## config.mk

```make
export PLATFORM = sky130hd
export DESIGN_NAME = ft3d_ofs
export DESIGN_NICKNAME = d
export VERILOG_FILES = /design/src/sv/ft3d_pkg.sv /design/src/sv/ft3d_ofs.sv
export SDC_FILE = /design/constraint.sdc
export NUM_CORES = 1
export LEC_CHECK = 0
export ABC_AREA = 1
export ABC_CLOCK_PERIOD_IN_PS = 4500
export BUFFER_PORTS_ARGS = -buffer_cell sky130_fd_sc_hd__buf_2
export CORE_ASPECT_RATIO = 1.4
export CORE_MARGIN = 3
export CORE_UTILIZATION = 40
export DETAILED_ROUTE_END_ITERATION = 8
export PLACE_DENSITY = 0.67
export SETUP_SLACK_MARGIN = 0.3
export SLEW_MARGIN = 10
export SYNTH_ARGS = -nofsm -noshare
export SYNTH_HDL_FRONTEND = slang
export SYNTH_SLANG_ARGS = --single-unit
```

## constraint.sdc

```tcl
create_clock -name clk -period 4.5 [get_ports clk]
set_input_delay 0.9 -clock clk [delete_from_list [all_inputs] [get_ports clk]]
set_output_delay 0.9 -clock clk [all_outputs]
set_load 0.1 [all_outputs]
```

## src/sv/ft3d_pkg.sv

```systemverilog
`timescale 1ns / 1ps
`default_nettype none
// ----------------------------------------------------------------------------
// ft3d_pkg: shared types, constants and helpers
// Widths, point and control structs, register codes and saturation.
// ----------------------------------------------------------------------------
package ft3d_pkg;

  localparam int COORD_W   = 32;                // internal coordinate width
  localparam int REG_W     = 32;                // port fields and registers
  localparam int IDX_W     = 3;                 // configuration index width
  localparam int HALF_W    = 16;                // packed sine/cosine half
  localparam int COEF_W    = HALF_W + 1;        // holds a negated -2.0
  localparam int FRAC_BITS = 14;                // Q1.14 coefficients
  localparam int PROD_W    = COORD_W + COEF_W;
  localparam int SAT_W     = COORD_W + 18;      // sum of two products, exact

  localparam logic signed [SAT_W-1:0] ROUND_HALF = SAT_W'(1) <<< (FRAC_BITS - 1);

  typedef logic signed [COORD_W-1:0] coord_t;
  typedef logic signed [REG_W-1:0]   word_t;
  typedef logic signed [COEF_W-1:0]  coef_t;
  typedef logic signed [PROD_W-1:0]  prod_t;
  typedef logic signed [SAT_W-1:0]   wide_t;

  typedef struct packed {
    coord_t x;
    coord_t y;
    coord_t z;
  } point_t;

  typedef struct packed {
    word_t x;
    word_t y;
    word_t z;
  } port_pt_t;

  typedef enum logic [1:0] {
    AXIS_X,
    AXIS_Y,
    AXIS_Z
  } axis_t;

  typedef enum logic [1:0] {
    OFS_PASS,
    OFS_SUB,
    OFS_ADD
  } ofs_op_t;

  typedef enum logic [IDX_W-1:0] {
    REG_DIRECTION,
    REG_ORIGIN_X,
    REG_ORIGIN_Y,
    REG_ORIGIN_Z,
    REG_ALPHA,
    REG_BETA,
    REG_GAMMA
  } reg_idx_t;

  typedef enum logic {
    DIR_TO_LOCAL,
    DIR_FROM_LOCAL
  } dir_t;

  typedef struct packed {
    dir_t             direction;
    port_pt_t         origin;
    logic [REG_W-1:0] alpha;
    logic [REG_W-1:0] beta;
    logic [REG_W-1:0] gamma;
  } cfg_t;

  typedef struct packed {
    axis_t axis;
    coef_t s;
    coef_t c;
  } rot_ctl_t;

  // clamp a signed value to the range of a w-bit signed number
  function automatic wide_t sat_to(input wide_t v, input int w);
    wide_t mx;
    wide_t mn;
    mx = (SAT_W'(1) <<< (w - 1)) - SAT_W'(1);
    mn = ~mx;
    if (v > mx) return mx;
    if (v < mn) return mn;
    return v;
  endfunction

  // Q1.14 half to coefficient, optionally negated (exact in COEF_W bits)
  function automatic coef_t coef_of(input logic [HALF_W-1:0] h, input logic neg);
    coef_t k;
    k = COEF_W'($signed(h));
    return neg ? -k : k;
  endfunction

endpackage : ft3d_pkg
`default_nettype wire

```

## src/sv/ft3d_ofs.sv

```systemverilog
`timescale 1ns / 1ps
`default_nettype none
// ----------------------------------------------------------------------------
// ft3d_ofs: origin offset stage
// Subtracts, adds or passes the frame origin, saturating to the coordinate range.
// ----------------------------------------------------------------------------
module ft3d_ofs import ft3d_pkg::*; (
  input  wire           clk,
  input  wire           rst_n,
  input  wire           en,
  input  wire           valid_in,
  input  wire point_t   pt_in,
  input  wire ofs_op_t  op,
  input  wire port_pt_t origin,
  output logic          valid_out,
  output point_t        pt_out
);

  logic   valid_r;
  point_t pt_r;
  point_t pt_nxt;

  function automatic coord_t offs(input coord_t p, input word_t o, input ofs_op_t k);
    wide_t s;
    wide_t t;
    unique case (k)
      OFS_SUB: s = SAT_W'(p) - SAT_W'(o);
      OFS_ADD: s = SAT_W'(p) + SAT_W'(o);
      default: s = SAT_W'(p);
    endcase
    t = sat_to(s, COORD_W);
    return t[COORD_W-1:0];
  endfunction

  always_comb begin
    pt_nxt.x = offs(pt_in.x, origin.x, op);
    pt_nxt.y = offs(pt_in.y, origin.y, op);
    pt_nxt.z = offs(pt_in.z, origin.z, op);
  end

  always_ff @(posedge clk) begin
    if (!rst_n) begin
      valid_r <= 1'b0;
    end else if (en) begin
      valid_r <= valid_in;
    end
  end

  always_ff @(posedge clk) begin
    if (en) begin
      pt_r <= pt_nxt;
    end
  end

  assign valid_out = valid_r;
  assign pt_out    = pt_r;

endmodule : ft3d_ofs
`default_nettype wire

```

Yosys cells after proc, flatten, opt, wreduce, memory -nomap -nowiden
Index checks and enable logic that the tools add are counted. W data, S select, Z words.

Flip-flop bits (word level): 97. Input bits: 198. Output and inout port bits: 97. Word-level logic and storage cells: 42.

$add $sub $neg: 6. $lt $le $gt $ge: 6. Eq/ne operators: 2. Multiplexer cells: 24.

Operator list (number): $mux W32 (12); $pmux W50 S2 (3); $gt A50 B32 Y1 const B (3); $lt A50 B32 Y1 const B (3); $add A32 B32 Y33 (3); $sub A32 B32 Y33 (3); $mux W1 (9); $eq A2 B1 Y1 const B (1); $eq A2 B2 Y1 const B (1).

Longest topological paths before layout
Gate-level depths: netlist of run 1.

Depth after elaboration: 7. Gate-level depth with buffers: 28. Mapped depth without buffers: 27.

Worst setup path after synthesis of run 1
Ideal clock, no wire load.

Kind: input to register. Start point: input port op[0]. End point: register pt_r, in the netlist pt_out[48], data pin. Setup time: 0.256 ns. Arrival time: 3.682 ns. Required time: 4.244 ns. Path slack: 0.562 ns. Stages on the path: 22. Buffers on the path: 4. Cell sequence: inv_1 > ha_1 > buf_2 > clkinv_1 > clkbuf_1 > buf_1 > nand2_1 > xnor2_1 > ha_1 > a21oi_1 > nand2_1 > a21oi_1 > nand2_2 > a21oi_1 > nand2_1 > nand3_1 > nand2_1 > nand2_2 > nand2_2 > buf_6 > nand2_1 > nand2_1.

Cells in the longest elaborated chain, start to end: 7. Elaborated cells between the ends (all ways): 11. Classes of those cells: order compare (2); eq/ne (2); mux (7).

Ends and longest elaborated chain: start, declared (line ft3d_ofs.sv:13) `input wire ofs_op_t op,`; $eq A2 B2 Y1 or $eq A2 B1 Y1 (tied branches) (line ft3d_ofs.sv:26) `unique case (k)`; $pmux W50 S2 (*) (line ft3d_ofs.sv:26); $lt A50 B32 Y1 (line ft3d_pkg.sv:86) `if (v < mn) return mn;`; $mux W1 (2 in a row) (line ft3d_pkg.sv:86); $mux W32 (line ft3d_pkg.sv:87) `return v;`; $mux W32 (*) (line ft3d_pkg.sv:86); end signal, assigned (line ft3d_ofs.sv:51) `pt_r <= pt_nxt;`; end, declared (line ft3d_ofs.sv:20) `point_t pt_r;`.

Every way passes the cells marked *; elsewhere a longest branch is shown, timed or not. The select of a mux whose other input is x is not followed. A chain may end at the register's enable or synchronous reset.

Worst setup path after layout of run 1
Start point: input port origin[66] (netlist name). End point: register pt_r, in the netlist pt_out[80], data pin.

Cells in the longest elaborated chain, start to end: 7. Elaborated cells between the ends (all ways): 11. Classes of those cells: add/sub (2); order compare (2); mux (7).

Ends and longest elaborated chain: start, declared (line ft3d_ofs.sv:14) `input wire port_pt_t origin,`; $add A32 B32 Y33 or $sub A32 B32 Y33 (tied branches) (line ft3d_ofs.sv:28, ft3d_ofs.sv:27); $pmux W50 S2 (*) (line ft3d_ofs.sv:26); $lt A50 B32 Y1 (line ft3d_pkg.sv:86); $mux W1 (2 in a row) (line ft3d_pkg.sv:86); $mux W32 (line ft3d_pkg.sv:87); $mux W32 (*) (line ft3d_pkg.sv:86).

Marked as above.

==> summary.txt, run 1 <==
Status -> complete, no violations
Final setup margin -> 272 ps
Placed Instances -> 2979
CTS tree -> built
Tightest Pin Transition -> 1150 ps
IO Pins -> 295
Commonest non-fill, non-tap cell in the layout -> nand2_1
Multi-input gate area -> 0.0105 mm2
Post-Layout Cell Count -> 3042
Sequential fraction of the synthesis area -> 21.4%
Post-CTS Hold Fix Bufs -> 0
IO buf count -> 294
Die area -> 0.0362 mm2
Synth cell types -> 43
Fin nets -> 2912
Post-route ant nets -> 0
Initial cell density of the core -> 40.7%
Final HPWL DP -> 41000 um
Tmin final -> 4230 ps
Most frequent cells in the layout -> nand2_1 (670), buf_2 (287), inv_1 (240)
Grt ovf -> 0
Synth Area per Inst -> 6.16 um2
Initial antenna violation count -> 5
Fillers -> 3343
CTS buffer count -> 9
FF-to-FF Start -> valid_out
Core Footprint -> 0.0333 mm2
Critical Path Sink Type -> register
R2r setup slk -> 3810 ps
Sink Count -> 97
Synthesis-to-finish area growth -> 32.9%
Worst Setup EP -> pt_out[80]
Place WS -> -250 ps
Normalized max-slew margin -> 23.3%
Leakage power total -> 0.00916 uW
CP startpoint -> origin[66]
Arr. time, crit path -> 4360 ps
Maximum vdd ir drop -> 0.361 mV
Ys Warns -> 0
Routed via count -> 16.0k
Pin count of the biggest net entering global routing -> 82
Iter 0 DRT Violations -> 1041
Crit Path Category -> in -> reg
Hold Fails Final Rpt -> 0
Post-Syn Instances -> 2202
Share of cells above drive strength 1 -> 27.3%
DR DRC count -> 0
Crit path max fanout -> 8
H-tree depth -> 3
Setup violators final -> 0
Max-cap violations -> 0
Min-delay worst type -> reg -> reg
Die Span Y -> 224 um
Max Slew Vio Count -> 0
Tot GR Track Use -> 26.7%
Cell area after synthesis -> 0.0136 mm2
Vias per inst -> 5.27
Post-synth EDFFs -> 96
Vias in the first global route -> 15.2k
Reg area -> 0.00290 mm2
Crit share post-route -> 94.0%
Total Routed Length -> 52600 um
Nature of the critical path startpoint -> primary input
Post-synthesis register bit count -> 97
GPL Wtd Cong -> 0.966
Worst Reg-to-Reg Cells -> 2
Clk root buf -> clkbuf_16
# rows -> 79
DR WL/cell -> 17.3 um
RSZ-0062 raised after global routing -> yes
Clock Latency Late Sink -> 380 ps
Req. time, crit path -> 4630 ps
Tot Pwr -> 6210 uW
Post-synth ARST share -> 0%
DR pass1 iterations -> 6
Clock skew -> 0 ps
FMAX -> 237 MHz
Ys flop type -> edfxtp_1
Clock transition at path regs -> 80 ps
Worst reg2reg path endpoint -> valid_out
Pwr/cell area -> 345 mW/mm2
Net Count, Synth -> 2527
Worst hold slack -> 557 ps
Die Wd -> 162 um
Longest Clk Path Bufs -> 2
First-pass GRT wire length -> 76700 um
## synth_stat cells (14+ instances only)
master,n,area [um2]
edfxtp_1,96,2880
nand3b_1,16,120
o21ai_0,126,631
inv_1,252,946
a21oi_1,151,756
ha_1,124,1550
nand4_1,21,131
clkbuf_1,24,90.1
nor3_1,22,110
xor2_1,64,561
or2_2,15,93.8
buf_2,14,70.1
xnor2_1,46,403
nand3_1,118,591
nor2_1,222,833
o21bai_1,15,113
nand2_1,776,2910
## what timing repair did
item / 4_1_cts / 5_1_grt
cloned: 0 / 10
setup buffers: 0 / 32
resized for setup: 6 / 310
pin swaps: 0 / 111
hold endpoints to repair: 0 / 0
setup endpoints to repair: 62 / 94
## critical path, cell delays in order
cell and delay, ps:
buf_6 100, nor3_4 180, buf_6 120, nand4_1 120, nor2_2 240, nand4_1 180, inv_2 140, nand3_2 90
nand2_2 120, o21ai_2 70, xor2_1 160, ha_1 360, buf_4 170, nand2_2 100, o21ai_2 80, a21oi_2 170
nand2_1 90, a21oi_2 100, nand3_1 70, nand2_1 90, nand4_1 190, buf_6 210, clkbuf_16 170, nand2_1 60
nand2_1 50
## how the worst min path moves through the flow
stage | start | endpoint | cells past startpoint
2_1_floorplan | valid_out | valid_out | 2
3_3_place_gp | valid_out | valid_out | 2
3_5_place_dp | valid_out | valid_out | 2
4_1_cts | valid_out | valid_out | 2
5_1_grt | valid_out | valid_out | 2
6_report | valid_out | valid_out | 2
## stage by stage
stage	instance area, um2	setup TNS [ps]	util, %
after CTS	16400	0	49.3
after detailed placement	16100	-14200	48.4
after global routing	18000	0	54.1
after global placement	16100	-11810	48.4
after floorplan	13600	0	-
final	18000	0	54.1
## cell type report
| cell class | count | area share [%] |
|---|---|---|
| antenna | 5 | 0.0694 |
| clock buffer | 12 | 1.37 |
| clock inverter | 4 | 0.160 |
| inverter | 254 | 5.35 |
| multi-input combinational | 1800 | 58.3 |
| sequential | 97 | 16.1 |
| tap | 445 | 3.09 |
| timing repair buffer | 425 | 15.5 |
## logic make-up after synthesis
logic type | after synthesis | synth area share [%]
AND/OR/NAND/NOR | 1227 | 37.3
AO/OA/AOI/OAI | 334 | 13.3
buffers and inverters | 305 | 8.90
adder cells (fa/ha/maj) | 127 | 11.9
XOR/XNOR | 110 | 7.10
flip-flops | 97 | 21.4
multiplexers | 2 | 0.148
## flip-flops by register name, summed over array words and instances, names as in the netlist
| signal | flops |
|---|---|
| valid_out | 1 |
| pt_out | 96 |
## layer usage
metal	track usage, %	up-vias	part of all wire, %
li1	-	7918	-
met1	30.0	7310	37
met2	49.6	636	51
met3	4.05	156	6.4
met4	11.4	4	5.1
met5	0	-	0.065
## power by group
group	switching, uW	total [uW]	internal, uW
Combinational	2950	4130	1180
Sequential	53.5	1290	1240
Clock	404	795	392
(Power assumes the default switching activity.)
==> run 2, diff against run 1 <==
- ABC_AREA: 1 -> not set
- BUFFER_PORTS_ARGS: -buffer_cell sky130_fd_sc_hd__buf_2 -> -buffer_cell sky130_fd_sc_hd__buf_4
==> summary.txt, run 2 <==
Tot GR Track Use -> 28.9%
Net Count, Synth -> 1894
Longest Clk Path Bufs -> 2
Max Slew Vio Count -> 0
Grt ovf -> 0
Setup TNS Final -> -158 ps
Crit-path cells -> buf_4 -> inv_1 -> ha_1 -> nor2b_4 -> and4_4 -> and4b_2 -> a31oi_1 -> xor2_1 -> ha_1 -> a21o_1 -> a21o_1 -> a21oi_2 -> buf_4 -> or4b_4 -> buf_12 -> nand3_4 -> buf_12 -> nor3_1 -> a21oi_1 -> o311ai_1
Clock transition at path regs -> 70 ps
Synth cell types -> 90
Most frequent cell after synthesis -> a21oi_1
Worst Path Buf+Inv -> 5
Maximum vdd ir drop -> 0.226 mV
Synthesis-to-finish area growth -> 62.9%
Post-synthesis register bit count -> 97
Setup violators final -> 7
Final HPWL DP -> 40400 um
Crit path max fanout -> 5
Initial antenna violation count -> 0
CTS buffer count -> 9
FMAX -> 220 MHz
Min-delay worst type -> reg -> reg
Initial cell density of the core -> 41.0%
Synth area leader -> edfxtp_1
Failing checks -> negative setup slack
Commonest non-fill, non-tap cell in the layout -> buf_4
Arr. time, crit path -> 4640 ps
Pwr/cell area -> 377 mW/mm2
Ys Warns -> 0
Cell area after synthesis -> 0.0128 mm2
First-pass GRT wire length -> 78700 um
IO buf count -> 294
Die area -> 0.0341 mm2
# rows -> 76
Fin nets -> 2596
CP peak stage delay -> 500 ps
Tightest Pin Transition -> 1120 ps
Core Footprint -> 0.0311 mm2
Most frequent cells in the layout -> buf_4 (689), a21oi_1 (125), nand2_1 (115)
Routed via count -> 15.3k
Post-route ant nets -> 0
CTS tree -> built
Critical Path Sink Type -> register
Clk root buf -> clkbuf_16
GPL Wtd Cong -> 0.949
Status -> complete, but fails checks
Die Span Y -> 217 um
Tmin final -> 4540 ps
Max reg flops -> 96
Post-synth EDFFs -> 96
H-tree depth -> 3
Iter 0 DRT Violations -> 818
Crit share post-route -> 101%
Tot Pwr -> 7830 uW
Synth top area cells -> edfxtp_1 (23%), ha_1 (12%), xor2_1 (7.3%)
Diodes inserted -> 0
RSZ-0062 raised after global routing -> yes
Req. time, crit path -> 4600 ps
Synth Area per Inst -> 8.13 um2
Post-synth top cells -> a21oi_1 (164), nor2_1 (130), nand2_1 (126)
Vias in the first global route -> 15.4k
Max-cap violations -> 0
Crit Path Category -> in -> reg
Ys flop type -> edfxtp_1
Vias per inst -> 5.76
DR pass1 iterations -> 7
Total Routed Length -> 52700 um
Crit-path leading delay family -> simple AND/OR/NAND/NOR gates
DR WL/cell -> 19.8 um
Worst path slowest cell -> or4b_4
Hold Fails Final Rpt -> 0
Nature of the critical path startpoint -> primary input
Leakage power total -> 0.00936 uW
Post-Syn Instances -> 1569
Clock Latency Late Sink -> 370 ps
Pin count of the biggest net entering global routing -> 81
Sink Count -> 97
Sequential fraction of the synthesis area -> 22.8%
Die Wd -> 157 um
Normalized max-slew margin -> 25.0%
Final setup margin -> -44.3 ps
Share of cells above drive strength 1 -> 46.0%
DR DRC count -> 0
Clock skew -> 0 ps
Post-synth ARST share -> 0%
Synth top area share -> 22.6%
IO Pins -> 295
run 2: cell types whose count changed in the layout (fill, tap and decap cells not counted), moves of 42 or more:
cell	change
nand3_1	-79
xor2_1	+48
nand2_2	-86
a21o_1	+42
inv_1	-190
nand2_1	-555
nor2_1	-82
buf_4	+584
o21ai_0	-69
buf_2	-286
run 2: final cells by class:
cell class | instances | area, um2
tap | 390 | 488
fill | 2557 | 10300
inverter | 55 | 211
multi-input combinational | 1348 | 10700
clock inverter | 6 | 75.1
sequential | 97 | 2900
timing repair buffer | 760 | 6130
clock buffer | 10 | 229
run 2: logic make-up after synthesis:
group           after synthesis  share of synthesized area (%)
compound gates              539                           27.2
simple gates                461                           17.2
xor+xnor                    180                           12.7
fa+ha+maj                   154                           14.9
buf+inv                     126                           4.18
flops                        97                           22.8
mux                          12                          0.981
run 2: what timing repair did:
item / 4_1_cts / 5_1_grt
cloned: 5 / 0
gates resized for setup: 182 / 126
pin swaps: 86 / 86
endpoints found under the setup margin: 95 / 96
endpoints found under the hold margin: 0 / 0
buffers inserted: 42 / 25
hold buffers: 0 / 0
run 2: tightest hold or removal path, stage by stage, from the launching register on:
cell and delay (ps):
dfxtp_1 310, mux2i_1 120, nor2b_1 60
run 2: routing by layer:
layer  up-vias  wire length (um)  global-route usage (%)
met5         -                 0                       0
met2       625             27400                    53.3
met3       173              3000                    4.04
met1      7267             19700                    32.0
li1       7281                 -                       -
met4         0              2530                    14.3
run 2: metrics by stage:
| step | hold WS [ps] | instance area [um2] | cells | setup WS, ps | utilization [%] |
|---|---|---|---|---|---|
| 5_1_grt | 564 | 20800 | 2666 | -171 | 66.8 |
| 6_report | 525 | 20800 | 2666 | -44.3 | 66.8 |
| 3_3_place_gp | 497 | 18500 | 2578 | -538 | 59.6 |
| 4_1_cts | 528 | 20000 | 2641 | 58.0 | 64.4 |
| 3_5_place_dp | 515 | 18500 | 2578 | -563 | 59.6 |
| 2_1_floorplan | 981 | 13300 | 1569 | -73.9 | - |
run 2: report_power, final:
group / switching, uW / internal, uW / total (uW)
combinational: 3440 / 2230 / 5670
sequential: 65.7 / 1250 / 1320
clock: 407 / 441 / 848
run 2: final timing paths:
path              start          to  slack [ps]  cells after the start
max          origin[64]  pt_out[76]         -40                     20
min           valid_out   valid_out         520                      2
max reg2reg   valid_out   valid_out        3910                      2
min reg2reg   valid_out   valid_out         520                      2
