**src/sv/ft3d_pkg.sv**
```systemverilog
`timescale 1ns / 1ps
`default_nettype none
// ----------------------------------------------------------------------------
// ft3d_pkg: shared types, constants and helpers
// Widths, point and control structs, register codes and saturation.
// ----------------------------------------------------------------------------
package ft3d_pkg;

  localparam int COORD_W   = 32;                // internal coordinate width
  localparam int REG_W     = 32;                // port fields and registers
  localparam int IDX_W     = 3;                 // configuration index width
  localparam int HALF_W    = 16;                // packed sine/cosine half
  localparam int COEF_W    = HALF_W + 1;        // holds a negated -2.0
  localparam int FRAC_BITS = 14;                // Q1.14 coefficients
  localparam int PROD_W    = COORD_W + COEF_W;
  localparam int SAT_W     = COORD_W + 18;      // sum of two products, exact

  localparam logic signed [SAT_W-1:0] ROUND_HALF = SAT_W'(1) <<< (FRAC_BITS - 1);

  typedef logic signed [COORD_W-1:0] coord_t;
  typedef logic signed [REG_W-1:0]   word_t;
  typedef logic signed [COEF_W-1:0]  coef_t;
  typedef logic signed [PROD_W-1:0]  prod_t;
  typedef logic signed [SAT_W-1:0]   wide_t;

  typedef struct packed {
    coord_t x;
    coord_t y;
    coord_t z;
  } point_t;

  typedef struct packed {
    word_t x;
    word_t y;
    word_t z;
  } port_pt_t;

  typedef enum logic [1:0] {
    AXIS_X,
    AXIS_Y,
    AXIS_Z
  } axis_t;

  typedef enum logic [1:0] {
    OFS_PASS,
    OFS_SUB,
    OFS_ADD
  } ofs_op_t;

  typedef enum logic [IDX_W-1:0] {
    REG_DIRECTION,
    REG_ORIGIN_X,
    REG_ORIGIN_Y,
    REG_ORIGIN_Z,
    REG_ALPHA,
    REG_BETA,
    REG_GAMMA
  } reg_idx_t;

  typedef enum logic {
    DIR_TO_LOCAL,
    DIR_FROM_LOCAL
  } dir_t;

  typedef struct packed {
    dir_t             direction;
    port_pt_t         origin;
    logic [REG_W-1:0] alpha;
    logic [REG_W-1:0] beta;
    logic [REG_W-1:0] gamma;
  } cfg_t;

  typedef struct packed {
    axis_t axis;
    coef_t s;
    coef_t c;
  } rot_ctl_t;

  // clamp a signed value to the range of a w-bit signed number
  function automatic wide_t sat_to(input wide_t v, input int w);
    wide_t mx;
    wide_t mn;
    mx = (SAT_W'(1) <<< (w - 1)) - SAT_W'(1);
    mn = ~mx;
    if (v > mx) return mx;
    if (v < mn) return mn;
    return v;
  endfunction

  // Q1.14 half to coefficient, optionally negated (exact in COEF_W bits)
  function automatic coef_t coef_of(input logic [HALF_W-1:0] h, input logic neg);
    coef_t k;
    k = COEF_W'($signed(h));
    return neg ? -k : k;
  endfunction

endpackage : ft3d_pkg
`default_nettype wire

```
**src/sv/ft3d_out_if.sv**
```systemverilog
`timescale 1ns / 1ps
`default_nettype none
// ----------------------------------------------------------------------------
// ft3d_out_if: point result channel
// Valid/ready channel carrying one transformed point per request.
// ----------------------------------------------------------------------------
interface ft3d_out_if import ft3d_pkg::*; ();
  logic  valid;
  logic  ready;
  word_t out_x;
  word_t out_y;
  word_t out_z;

  modport source (output valid, output out_x, output out_y, output out_z, input ready);
  modport sink   (input valid, input out_x, input out_y, input out_z, output ready);
endinterface : ft3d_out_if
`default_nettype wire

```
**src/sv/ft3d_out_buf.sv**
```systemverilog
`timescale 1ns / 1ps
`default_nettype none
// ----------------------------------------------------------------------------
// ft3d_out_buf: output register with skid entry
// Holds results against a stalled sink; the pipeline advances while the
// skid entry is empty.
// ----------------------------------------------------------------------------
module ft3d_out_buf import ft3d_pkg::*; (
  input  wire           clk,
  input  wire           rst_n,
  input  wire           last_valid,
  input  wire port_pt_t last_pt,
  output logic          advance,
  ft3d_out_if.source    out_ch
);

  logic     out_valid_r, out_valid_nxt;
  port_pt_t out_pt_r, out_pt_nxt;
  logic     skid_valid_r, skid_valid_nxt;
  port_pt_t skid_pt_r, skid_pt_nxt;
  logic     push;

  assign advance = !skid_valid_r;
  assign push    = last_valid && !skid_valid_r;

  always_comb begin
    out_valid_nxt  = out_valid_r;
    out_pt_nxt     = out_pt_r;
    skid_valid_nxt = skid_valid_r;
    skid_pt_nxt    = skid_pt_r;
    if (out_valid_r && !out_ch.ready) begin
      if (push) begin
        skid_valid_nxt = 1'b1;
        skid_pt_nxt    = last_pt;
      end
    end else if (skid_valid_r) begin
      out_valid_nxt  = 1'b1;
      out_pt_nxt     = skid_pt_r;
      skid_valid_nxt = 1'b0;
    end else begin
      out_valid_nxt = push;
      out_pt_nxt    = last_pt;
    end
  end

  always_ff @(posedge clk) begin
    if (!rst_n) begin
      out_valid_r  <= 1'b0;
      skid_valid_r <= 1'b0;
    end else begin
      out_valid_r  <= out_valid_nxt;
      skid_valid_r <= skid_valid_nxt;
    end
  end

  always_ff @(posedge clk) begin
    out_pt_r  <= out_pt_nxt;
    skid_pt_r <= skid_pt_nxt;
  end

  assign out_ch.valid = out_valid_r;
  assign out_ch.out_x = out_pt_r.x;
  assign out_ch.out_y = out_pt_r.y;
  assign out_ch.out_z = out_pt_r.z;

`ifndef SYNTHESIS
  a_skid_behind_out: assert property (@(posedge clk) disable iff (!rst_n)
    skid_valid_r |-> out_valid_r)
    else $error("skid entry full while output register empty");

  a_no_push_when_full: assert property (@(posedge clk) disable iff (!rst_n)
    skid_valid_r |-> !push)
    else $error("result pushed while skid entry full");

  a_stall_fills_skid: assert property (@(posedge clk) disable iff (!rst_n)
    (out_valid_r && !out_ch.ready && push) |=> skid_valid_r)
    else $error("result lost on a stalled output");
`endif

endmodule : ft3d_out_buf
`default_nettype wire

```
**src/flat_wrapper.sv**
```systemverilog
// flat-port wrapper written by rule: the top's interface ports become plain ports
module ft3d_out_buf_flat import ft3d_pkg::*;
  (clk, rst_n, last_valid, last_pt, advance, out_ch_valid, out_ch_out_x, out_ch_out_y, out_ch_out_z, out_ch_ready);
  ft3d_out_if out_ch_i ();
  input  wire clk;
  input  wire rst_n;
  input  wire last_valid;
  input  wire port_pt_t last_pt;
  output logic advance;
  output wire logic [$bits(out_ch_i.valid)-1:0] out_ch_valid;
  output wire logic [$bits(out_ch_i.out_x)-1:0] out_ch_out_x;
  output wire logic [$bits(out_ch_i.out_y)-1:0] out_ch_out_y;
  output wire logic [$bits(out_ch_i.out_z)-1:0] out_ch_out_z;
  input wire logic [$bits(out_ch_i.ready)-1:0] out_ch_ready;
  assign out_ch_valid = out_ch_i.valid;
  assign out_ch_out_x = out_ch_i.out_x;
  assign out_ch_out_y = out_ch_i.out_y;
  assign out_ch_out_z = out_ch_i.out_z;
  assign out_ch_i.ready = out_ch_ready;
  ft3d_out_buf u_core (.clk(clk), .rst_n(rst_n), .last_valid(last_valid), .last_pt(last_pt), .advance(advance), .out_ch(out_ch_i));
endmodule
```
**config.mk**
```make
export PLATFORM = sky130hd
export DESIGN_NAME = ft3d_out_buf_flat
export DESIGN_NICKNAME = d
export VERILOG_FILES = /design/src/sv/ft3d_pkg.sv /design/src/sv/ft3d_out_if.sv /design/src/sv/ft3d_out_buf.sv /design/src/flat_wrapper.sv
export SDC_FILE = /design/constraint.sdc
export NUM_CORES = 1
export LEC_CHECK = 0
export BUFFER_PORTS_ARGS = -buffer_cell sky130_fd_sc_hd__buf_2
export CORE_ASPECT_RATIO = 1.1
export CORE_MARGIN = 8
export CORE_UTILIZATION = 50
export DETAILED_ROUTE_END_ITERATION = 8
export PLACE_DENSITY = 0.83
export SLEW_MARGIN = 20
export SYNTH_ARGS = -nofsm -noshare
export SYNTH_HDL_FRONTEND = slang
export SYNTH_SLANG_ARGS = --single-unit
export TNS_END_PERCENT = 30
```
**constraint.sdc**
```tcl
create_clock -name clk -period 14.3 [get_ports clk]
set_input_delay 0.715 -clock clk [delete_from_list [all_inputs] [get_ports clk]]
set_output_delay 0.715 -clock clk [all_outputs]
set_load 0.05 [all_outputs]
```
Word level (Yosys, flattened, before mapping)
Cells that the tools add are included.
{"block": "totals", "out_inout_bits": 98, "in_bits": 100, "register_bits": 194}
{"block": "classes", "mux": 2, "reduce_logical": 6}
{"operator": "$mux W96", "count": 1}
{"operator": "$reduce_and A2 Y1", "count": 2}
{"operator": "$logic_and A1 B1 Y1", "count": 2}
{"operator": "$logic_not A1 Y1", "count": 2}
{"operator": "$mux W1", "count": 1}

Longest topological paths before layout
Gate-level depths: netlist (run 1).
{"block": "logic_depth", "ltp_word": 3, "ltp_mapped": 5, "mapped_depth_nobuf": 2}

Least setup slack after synthesis (run 1)
Ideal clock, no wire load.
{"block": "synth_path", "path_type": "input port to flip-flop", "startpoint": "in out_ch_ready", "endpoint": "reg u_core.skid_pt_r[0] (netlist bit) (enable)", "setup_ns": 0.688, "setup_slack_ns": 3.357, "path_buffers": 0, "t_arrival_ns": 10.255, "cell_stages": 2, "path_cell_list": "nand2b_1 nor3b_1"}
{"block": "synth_between", "elab_chain_cells": 3}
{"item": "from (decl)", "line_no": "flat_wrapper.sv:14", "rtl": "input wire logic [$bits(out_ch_i.ready)-1:0] out_ch_ready;"}
{"item": "$logic_not A1 Y1", "line_no": "ft3d_out_buf.sv:31", "rtl": "if (out_valid_r && !out_ch.ready) begin"}
{"item": "$logic_and A1 B1 Y1", "line_no": "ft3d_out_buf.sv:31"}
{"item": "$reduce_and A2 Y1 (no source line)"}
{"item": "to (signal assigned)", "line_no": "ft3d_out_buf.sv:58", "rtl": "skid_pt_r <= skid_pt_nxt;"}
{"item": "to (decl)", "line_no": "ft3d_out_buf.sv:20", "rtl": "port_pt_t skid_pt_r, skid_pt_nxt;"}
Every way passes these cells.
A chain may end at the register's enable or synchronous reset.

Worst setup path after layout (run 1)
{"block": "layout_path", "startpoint": "reg u_core.skid_valid_r", "endpoint": "out advance"}
{"block": "layout_between", "elab_chain_cells": 1}
{"item": "from (decl)", "line_no": "ft3d_out_buf.sv:19", "rtl": "logic skid_valid_r, skid_valid_nxt;"}
{"item": "from (signal assigned)", "line_no": "ft3d_out_buf.sv:52", "rtl": "skid_valid_r <= skid_valid_nxt;"}
{"item": "$logic_not A1 Y1", "line_no": "ft3d_out_buf.sv:23", "rtl": "assign advance = !skid_valid_r;"}
{"item": "to (decl)", "line_no": "flat_wrapper.sv:9", "rtl": "output logic advance;"}
Every way passes these cells.

==> results of run 1 <==
cells by family after synthesis:
kind of cell	count (synthesis)	share of synthesized area
flops	194	0.826
mux	96	0.157
buf+inv	12	0.0123
simple gates	4	0.00356
compound gates	1	0.00107
cells in the final DEF (no fill, tap or decap), drive strengths merged:
cell and instances:
buf 201, edfxtp 192, mux2 96, clkbuf 18, clkinvlp 6, inv 4
clkinv 3, bufinv 2, nor3b 2, dfxtp 2, nand2b 1, nor2 1
a21boi 1
layer usage:
metal / wire (um) / track usage
met4: 233 / 0.0712
met2: 7120 / 0.255
met1: 5590 / 0.182
met3: 1170 / 0.0566
met5: 13 / 0
registers in the layout (all words and copies together) (netlist names):
register,cells
u_core.skid_valid_r,1
u_core.skid_pt_r,96
u_core.out_ch.out_y,32
u_core.out_ch.valid,1
u_core.out_ch.out_x,32
u_core.out_ch.out_z,32
power groups by stage:
stage	Combinational (W)	Sequential, W	Clock (W)
after floorplan	0.0000253	0.000757	0
after global placement	0.000144	0.000678	0
after detailed placement	0.000147	0.000678	0
after CTS	0.000148	0.000666	0.000474
after global routing	0.000152	0.000669	0.000491
final	0.000146	0.000666	0.000463
cell type report:
type / instances / area, um^2 / area share
clock inverter: 14 / 154 / 0.0175
tap: 188 / 235 / 0.0267
timing repair buffer: 201 / 1020 / 0.115
clock buffer: 18 / 429 / 0.0488
multi-input combinational: 101 / 1150 / 0.131
sequential: 194 / 5810 / 0.660
inverter: 1 / 3.75 / 0.000427
stage by stage:
| stage | cell area [um^2] | cells |
|---|---|---|
| floorplan | 7030 | 307 |
| global route | 8800 | 717 |
| CTS | 8800 | 717 |
| finish | 8800 | 717 |
| detailed placement | 8220 | 685 |
| global placement | 8220 | 685 |
worst max-delay path by stage:
stage,from,endpoint,slack (ns),depth (start not counted)
floorplan,out_ch_ready,u_core.skid_pt_r[0],3.36,2
global placement,out_ch_ready,u_core.skid_pt_r[73],11.79,4
detailed placement,out_ch_ready,u_core.skid_pt_r[16],11.74,4
CTS,u_core.skid_valid_r,advance,11.32,3
global route,u_core.skid_valid_r,advance,11.24,3
finish,u_core.skid_valid_r,advance,11.40,3
==> impl_metrics.py, run 1 <==
metrics = {
    "yosys": {
        "yosysTopAreaCell": "edfxtp_1",
        "ys_warn_count": 0,
        "yosysUniqueCellTypes": 12,
        "synth.most_common_cell": "edfxtp_1",
        "synth_edf_count": 192,
        "syn_nets": 407,
        "synthArstFlopShare": 0,
        "synth_top_area_frac": 0.820,
        "ys_top_cells_by_count": "edfxtp_1 (192), mux2_2 (89), buf_2 (8)",
        "synthCells": 307,
        "ys_ff_latch": 194,
        "ys.flop_type": "edfxtp_1",
        "yosys-top-cells-area": "edfxtp_1 (82%), mux2_2 (14%), mux2_4 (1.5%)",
        "syn_area_per_cell_um2": 22.9,
        "ys_seq_area_frac": 0.826,
        "synthesis.area_um2": 7030,
    },
    "setup_path": {
        "start_kind": "flop",
        "cp_slowest_cell": "buf_4",
        "r2r_cells": 2,
        "worst_r2r_endpoint": "u_core.out_ch.out_z[19]",
        "r2r-start": "u_core.skid_valid_r",
        "path_buf_inv": 3,
        "required_ns": 13.59,
        "cp-end-kind": "primary output",
        "path_class": "reg -> out",
        "cp_top_family": "buffers and inverters",
        "cp_cell_sequence": "buf_4, inv_1, buf_2",
        "reg2reg_setup_slack_ns": 12.15,
        "cp.arrival_ns": 2.19,
        "path_max_fanout": 70,
        "crit_path_max_incr_delay_ns": 0.78,
    },
    "power_and_ir_drop": {
        "p_clk_frac": 0.363,
        "switchingPower_w": 0.000320,
        "p_total_w": 0.00127,
        "switching_share": 0.251,
        "p_int_w": 0.000955,
        "combPwrFrac": 0.114,
        "max-vdd-ir-drop_mv": 0.0967,
        "p_leak_nw": 3.33,
        "p_seq_frac": 0.522,
        "powerDensity_nw_per_um2": 145,
    },
    "timing": {
        "hold_ws_ns": 0.471,
        "setup_viol": 0,
        "fin_crit_sh": 0.203,
        "slew_viol_final": 0,
        "layout_setup_ws_ns": 11.40,
        "max_freq_mhz": 345,
        "skew_ns": 0.00633,
        "tightest_slew_ns": 0.945,
        "timing.final.hold_violations": 0,
        "finalCriticalPeriod_ns": 2.90,
        "relSlewSlack": 0.370,
        "rsz0062_at_grt": "false",
        "setup_tns_ns": 0,
    },
    "drt": {
        "wl_um": 14100,
        "detail_route.first_pass.iterations": 4,
        "viasPerCell": 4.98,
        "remaining_drc_errors": 0,
        "drtIter0Drc": 243,
        "wl_per_cell_um": 19.7,
        "vias": 3573,
        "ant_nets": 0,
    },
    "min_path": {
        "holdPathEnd": "u_core.skid_pt_r[95]",
        "hold_start": "last_pt[95]",
        "hp-class": "in -> reg",
        "min_path_cells": 1,
    },
    "run": {
        "cap_violations": 0,
    },
    "global_routing": {
        "overflow": 0,
        "antenna_found_initial": 1,
        "grt_pass1_wl_um": 21200,
        "grt_max_degree": 71,
        "grt_pass1_vias": 3871,
        "grtUsageTotal": 0.157,
    },
    "placement": {
        "place_congestion": 0.748,
        "hpwlAfterDp_um": 9700,
        "port_buffers": 197,
        "place_ws_ns": 11.74,
    },
    "cells_and_area": {
        "final_layout_size_suffix_gt1_frac": 0.626,
        "layout-area-overhead-vs-synth_pct": 25.1,
        "n_antenna_cell": 0,
        "final_util": 0.638,
        "final_net_count": 616,
        "nFillCells": 950,
    },
    "die": {
        "ios": 198,
        "core_area_um2": 13800,
        "die_y_um": 140,
        "die_area_um2": 18100,
        "initial_utilization": 0.510,
        "placementRows": 45,
        "die_w_um": 129,
    },
    "clock_tree": {
        "cts.sinks": 194,
        "numCtsBuffers": 17,
        "clkLatencyLatePin_ns": 0.43,
        "postCtsSetupRepairBufs": 0,
        "clkTransAtPathRegs_ns": 0.07,
        "tritoncts": "built",
        "postCtsHoldBufs": 0,
        "clockBufferDepth": 2,
        "htree_levels": 4,
        "cts_resized": 0,
        "clockRootBuffer": "clkbuf_16",
    },
    "status": {
        "status": "completed",
    },
}
Note: power is estimated with default switching activity, not from simulation.
==> run 2: changes to the inputs <==
--- a/config.mk
+++ b/config.mk
@@ -8,9 +8,9 @@
 export BUFFER_PORTS_ARGS = -buffer_cell sky130_fd_sc_hd__buf_2
 export CORE_ASPECT_RATIO = 1.1
 export CORE_MARGIN = 8
-export CORE_UTILIZATION = 50
+export CORE_UTILIZATION = 47
 export DETAILED_ROUTE_END_ITERATION = 8
-export PLACE_DENSITY = 0.83
+export PLACE_DENSITY = 0.82
 export SLEW_MARGIN = 20
 export SYNTH_ARGS = -nofsm -noshare
 export SYNTH_HDL_FRONTEND = slang
==> constraint.sdc (replaced) <==
create_clock -name clk -period 2.5 [get_ports clk]
set_input_delay 0.125 -clock clk [delete_from_list [all_inputs] [get_ports clk]]
set_output_delay 0.125 -clock clk [all_outputs]
set_load 0.05 [all_outputs]
==> impl_metrics.py, run 2 (synthesis gave the netlist of run 1 again) <==
metrics = {
    "status": {
        "status": "completed",
    },
    "drt": {
        "remaining_drc_errors": 0,
        "drtIter0Drc": 249,
        "vias": 4014,
        "ant_nets": 0,
        "viasPerCell": 4.87,
        "detail_route.first_pass.iterations": 4,
        "wl_per_cell_um": 19.0,
        "wl_um": 15700,
    },
    "setup_path": {
        "start_kind": "flop",
        "path_max_fanout": 44,
        "path_class": "reg -> out",
        "required_ns": 2.38,
        "cp.arrival_ns": 1.36,
        "cp-end-kind": "primary output",
    },
    "global_routing": {
        "grt_util_met2": 0.292,
        "grtUsageTotal": 0.165,
        "grt_max_degree": 99,
        "grtUsageMet1": 0.173,
        "grt_pass1_vias": 4476,
        "grt.busiest_layer": "met2",
        "overflow": 0,
        "gr-usage-met3": 0.0681,
        "antenna_found_initial": 1,
        "grt_pass1_wl_um": 24100,
    },
    "die": {
        "die_y_um": 144,
        "placementRows": 47,
        "initial_utilization": 0.475,
        "die_w_um": 133,
        "ios": 198,
        "core_area_um2": 14800,
        "die_area_um2": 19100,
    },
    "clock_tree": {
        "htree_levels": 4,
        "clockRootBuffer": "clkbuf_16",
        "tritoncts": "built",
        "clkLatencyLatePin_ns": 0.43,
        "numCtsBuffers": 17,
        "clockBufferDepth": 2,
        "cts.sinks": 194,
        "clkTransAtPathRegs_ns": 0.07,
    },
    "power_and_ir_drop": {
        "p_leak_nw": 3.79,
        "p_total_w": 0.00766,
        "max-vdd-ir-drop_mv": 0.413,
        "powerDensity_nw_per_um2": 773,
    },
    "cells_and_area": {
        "final_layout_size_suffix_gt1_frac": 0.531,
        "layout_commonest_cell": "buf_2",
        "largest_reg_flops": 96,
        "nFillCells": 964,
        "final_cells": 825,
        "final_net_count": 714,
        "top_register": "u_core.skid_pt_r",
        "mostFrequentLayoutCells": "buf_2 (197), edfxtp_1 (192), dlygate4sd3_1 (97), mux2_2 (89), clkbuf_16 (17)",
        "final_util": 0.669,
        "layout-area-overhead-vs-synth_pct": 40.9,
    },
    "timing": {
        "timing.final.hold_violations": 0,
        "relSlewSlack": 0.644,
        "finalCriticalPeriod_ns": 1.49,
        "max_freq_mhz": 672,
        "setup_tns_ns": 0,
        "setup_viol": 0,
        "tightest_slew_ns": 0.534,
        "skew_ns": 0.0114,
        "layout_setup_ws_ns": 1.01,
        "rsz0062_at_grt": "false",
        "slew_viol_final": 0,
        "fin_crit_sh": 0.595,
    },
    "placement": {
        "place_congestion": 0.712,
        "hpwlAfterDp_um": 9470,
        "place_ws_ns": 1.13,
        "dpl.cell_count": 694,
        "port_buffers": 197,
    },
    "run": {
        "cap_violations": 0,
    },
    "min_path": {
        "hp-class": "in -> reg",
    },
}
## run 2: cell count changes in the layout (fill, tap and decap cells not counted), moves of 2 or more
| cell | previous run | this run |
|---|---|---|
| bufinv_16 | 2 | 4 |
| buf_4 | 4 | 0 |
| buf_12 | 0 | 5 |
| clkinv_4 | 2 | 0 |
| diode_2 | 0 | 2 |
| dlygate4sd3_1 | 0 | 97 |
| clkinvlp_4 | 6 | 3 |
## run 2: worst paths after layout
kind / depth (start not counted) / endpoint / slack (ns) / from
min: 3 / u_core.skid_valid_r / 0.06 / last_valid
max: 3 / advance / 1.01 / u_core.skid_valid_r
max reg2reg: 3 / u_core.skid_pt_r[66] / 1.10 / u_core.out_ch.valid
min reg2reg: 1 / u_core.out_ch.out_x[14] / 0.55 / u_core.skid_pt_r[78]
## run 2: worst max-delay path, stage by stage, from the launching register on
cell and delay, ns:
dfxtp_4 0.39, buf_12 0.26, inv_1 0.06, buf_2 0.21
## run 2: stage by stage
step	cell area [um^2]	hold WS, ns
floorplan	7050	0.224
global placement	8310	0.314
detailed placement	8310	0.317
CTS	9910	0.0223
global route	9910	0.0719
finish	9910	0.0618
## run 2: power breakdown
| part | internal, W | leakage, nW | switching [W] |
|---|---|---|---|
| clock network | 0.00169 | 0.300 | 0.00119 |
| logic | 0.000326 | 1.61 | 0.000650 |
| registers | 0.00376 | 1.89 | 0.0000435 |
## run 2: cell type report
type	instances	area (um^2)	area share
Clock inverter	15	203	0.0205
Clock buffer	17	425	0.0429
Sequential cell	194	5810	0.587
Timing Repair Buffer	299	2060	0.208
Multi-Input combinational cell	101	1160	0.117
Tap cell	196	245	0.0247
Inverter	1	3.75	0.000379
Antenna cell	2	5.00	0.000505
## run 2: timing repair
action | CTS | global route
buffers inserted | 0 | 0
resized for setup | 0 | 0
hold buffers | 97 | 0
hold endpoints to repair | 117 | 0
## run 2: routing by layer
layer  part of all wire  up-vias
met4              0.014        0
li1                   -     1853
met1               0.38     1986
met2               0.53      158
met3              0.080       17
met5                  0        -
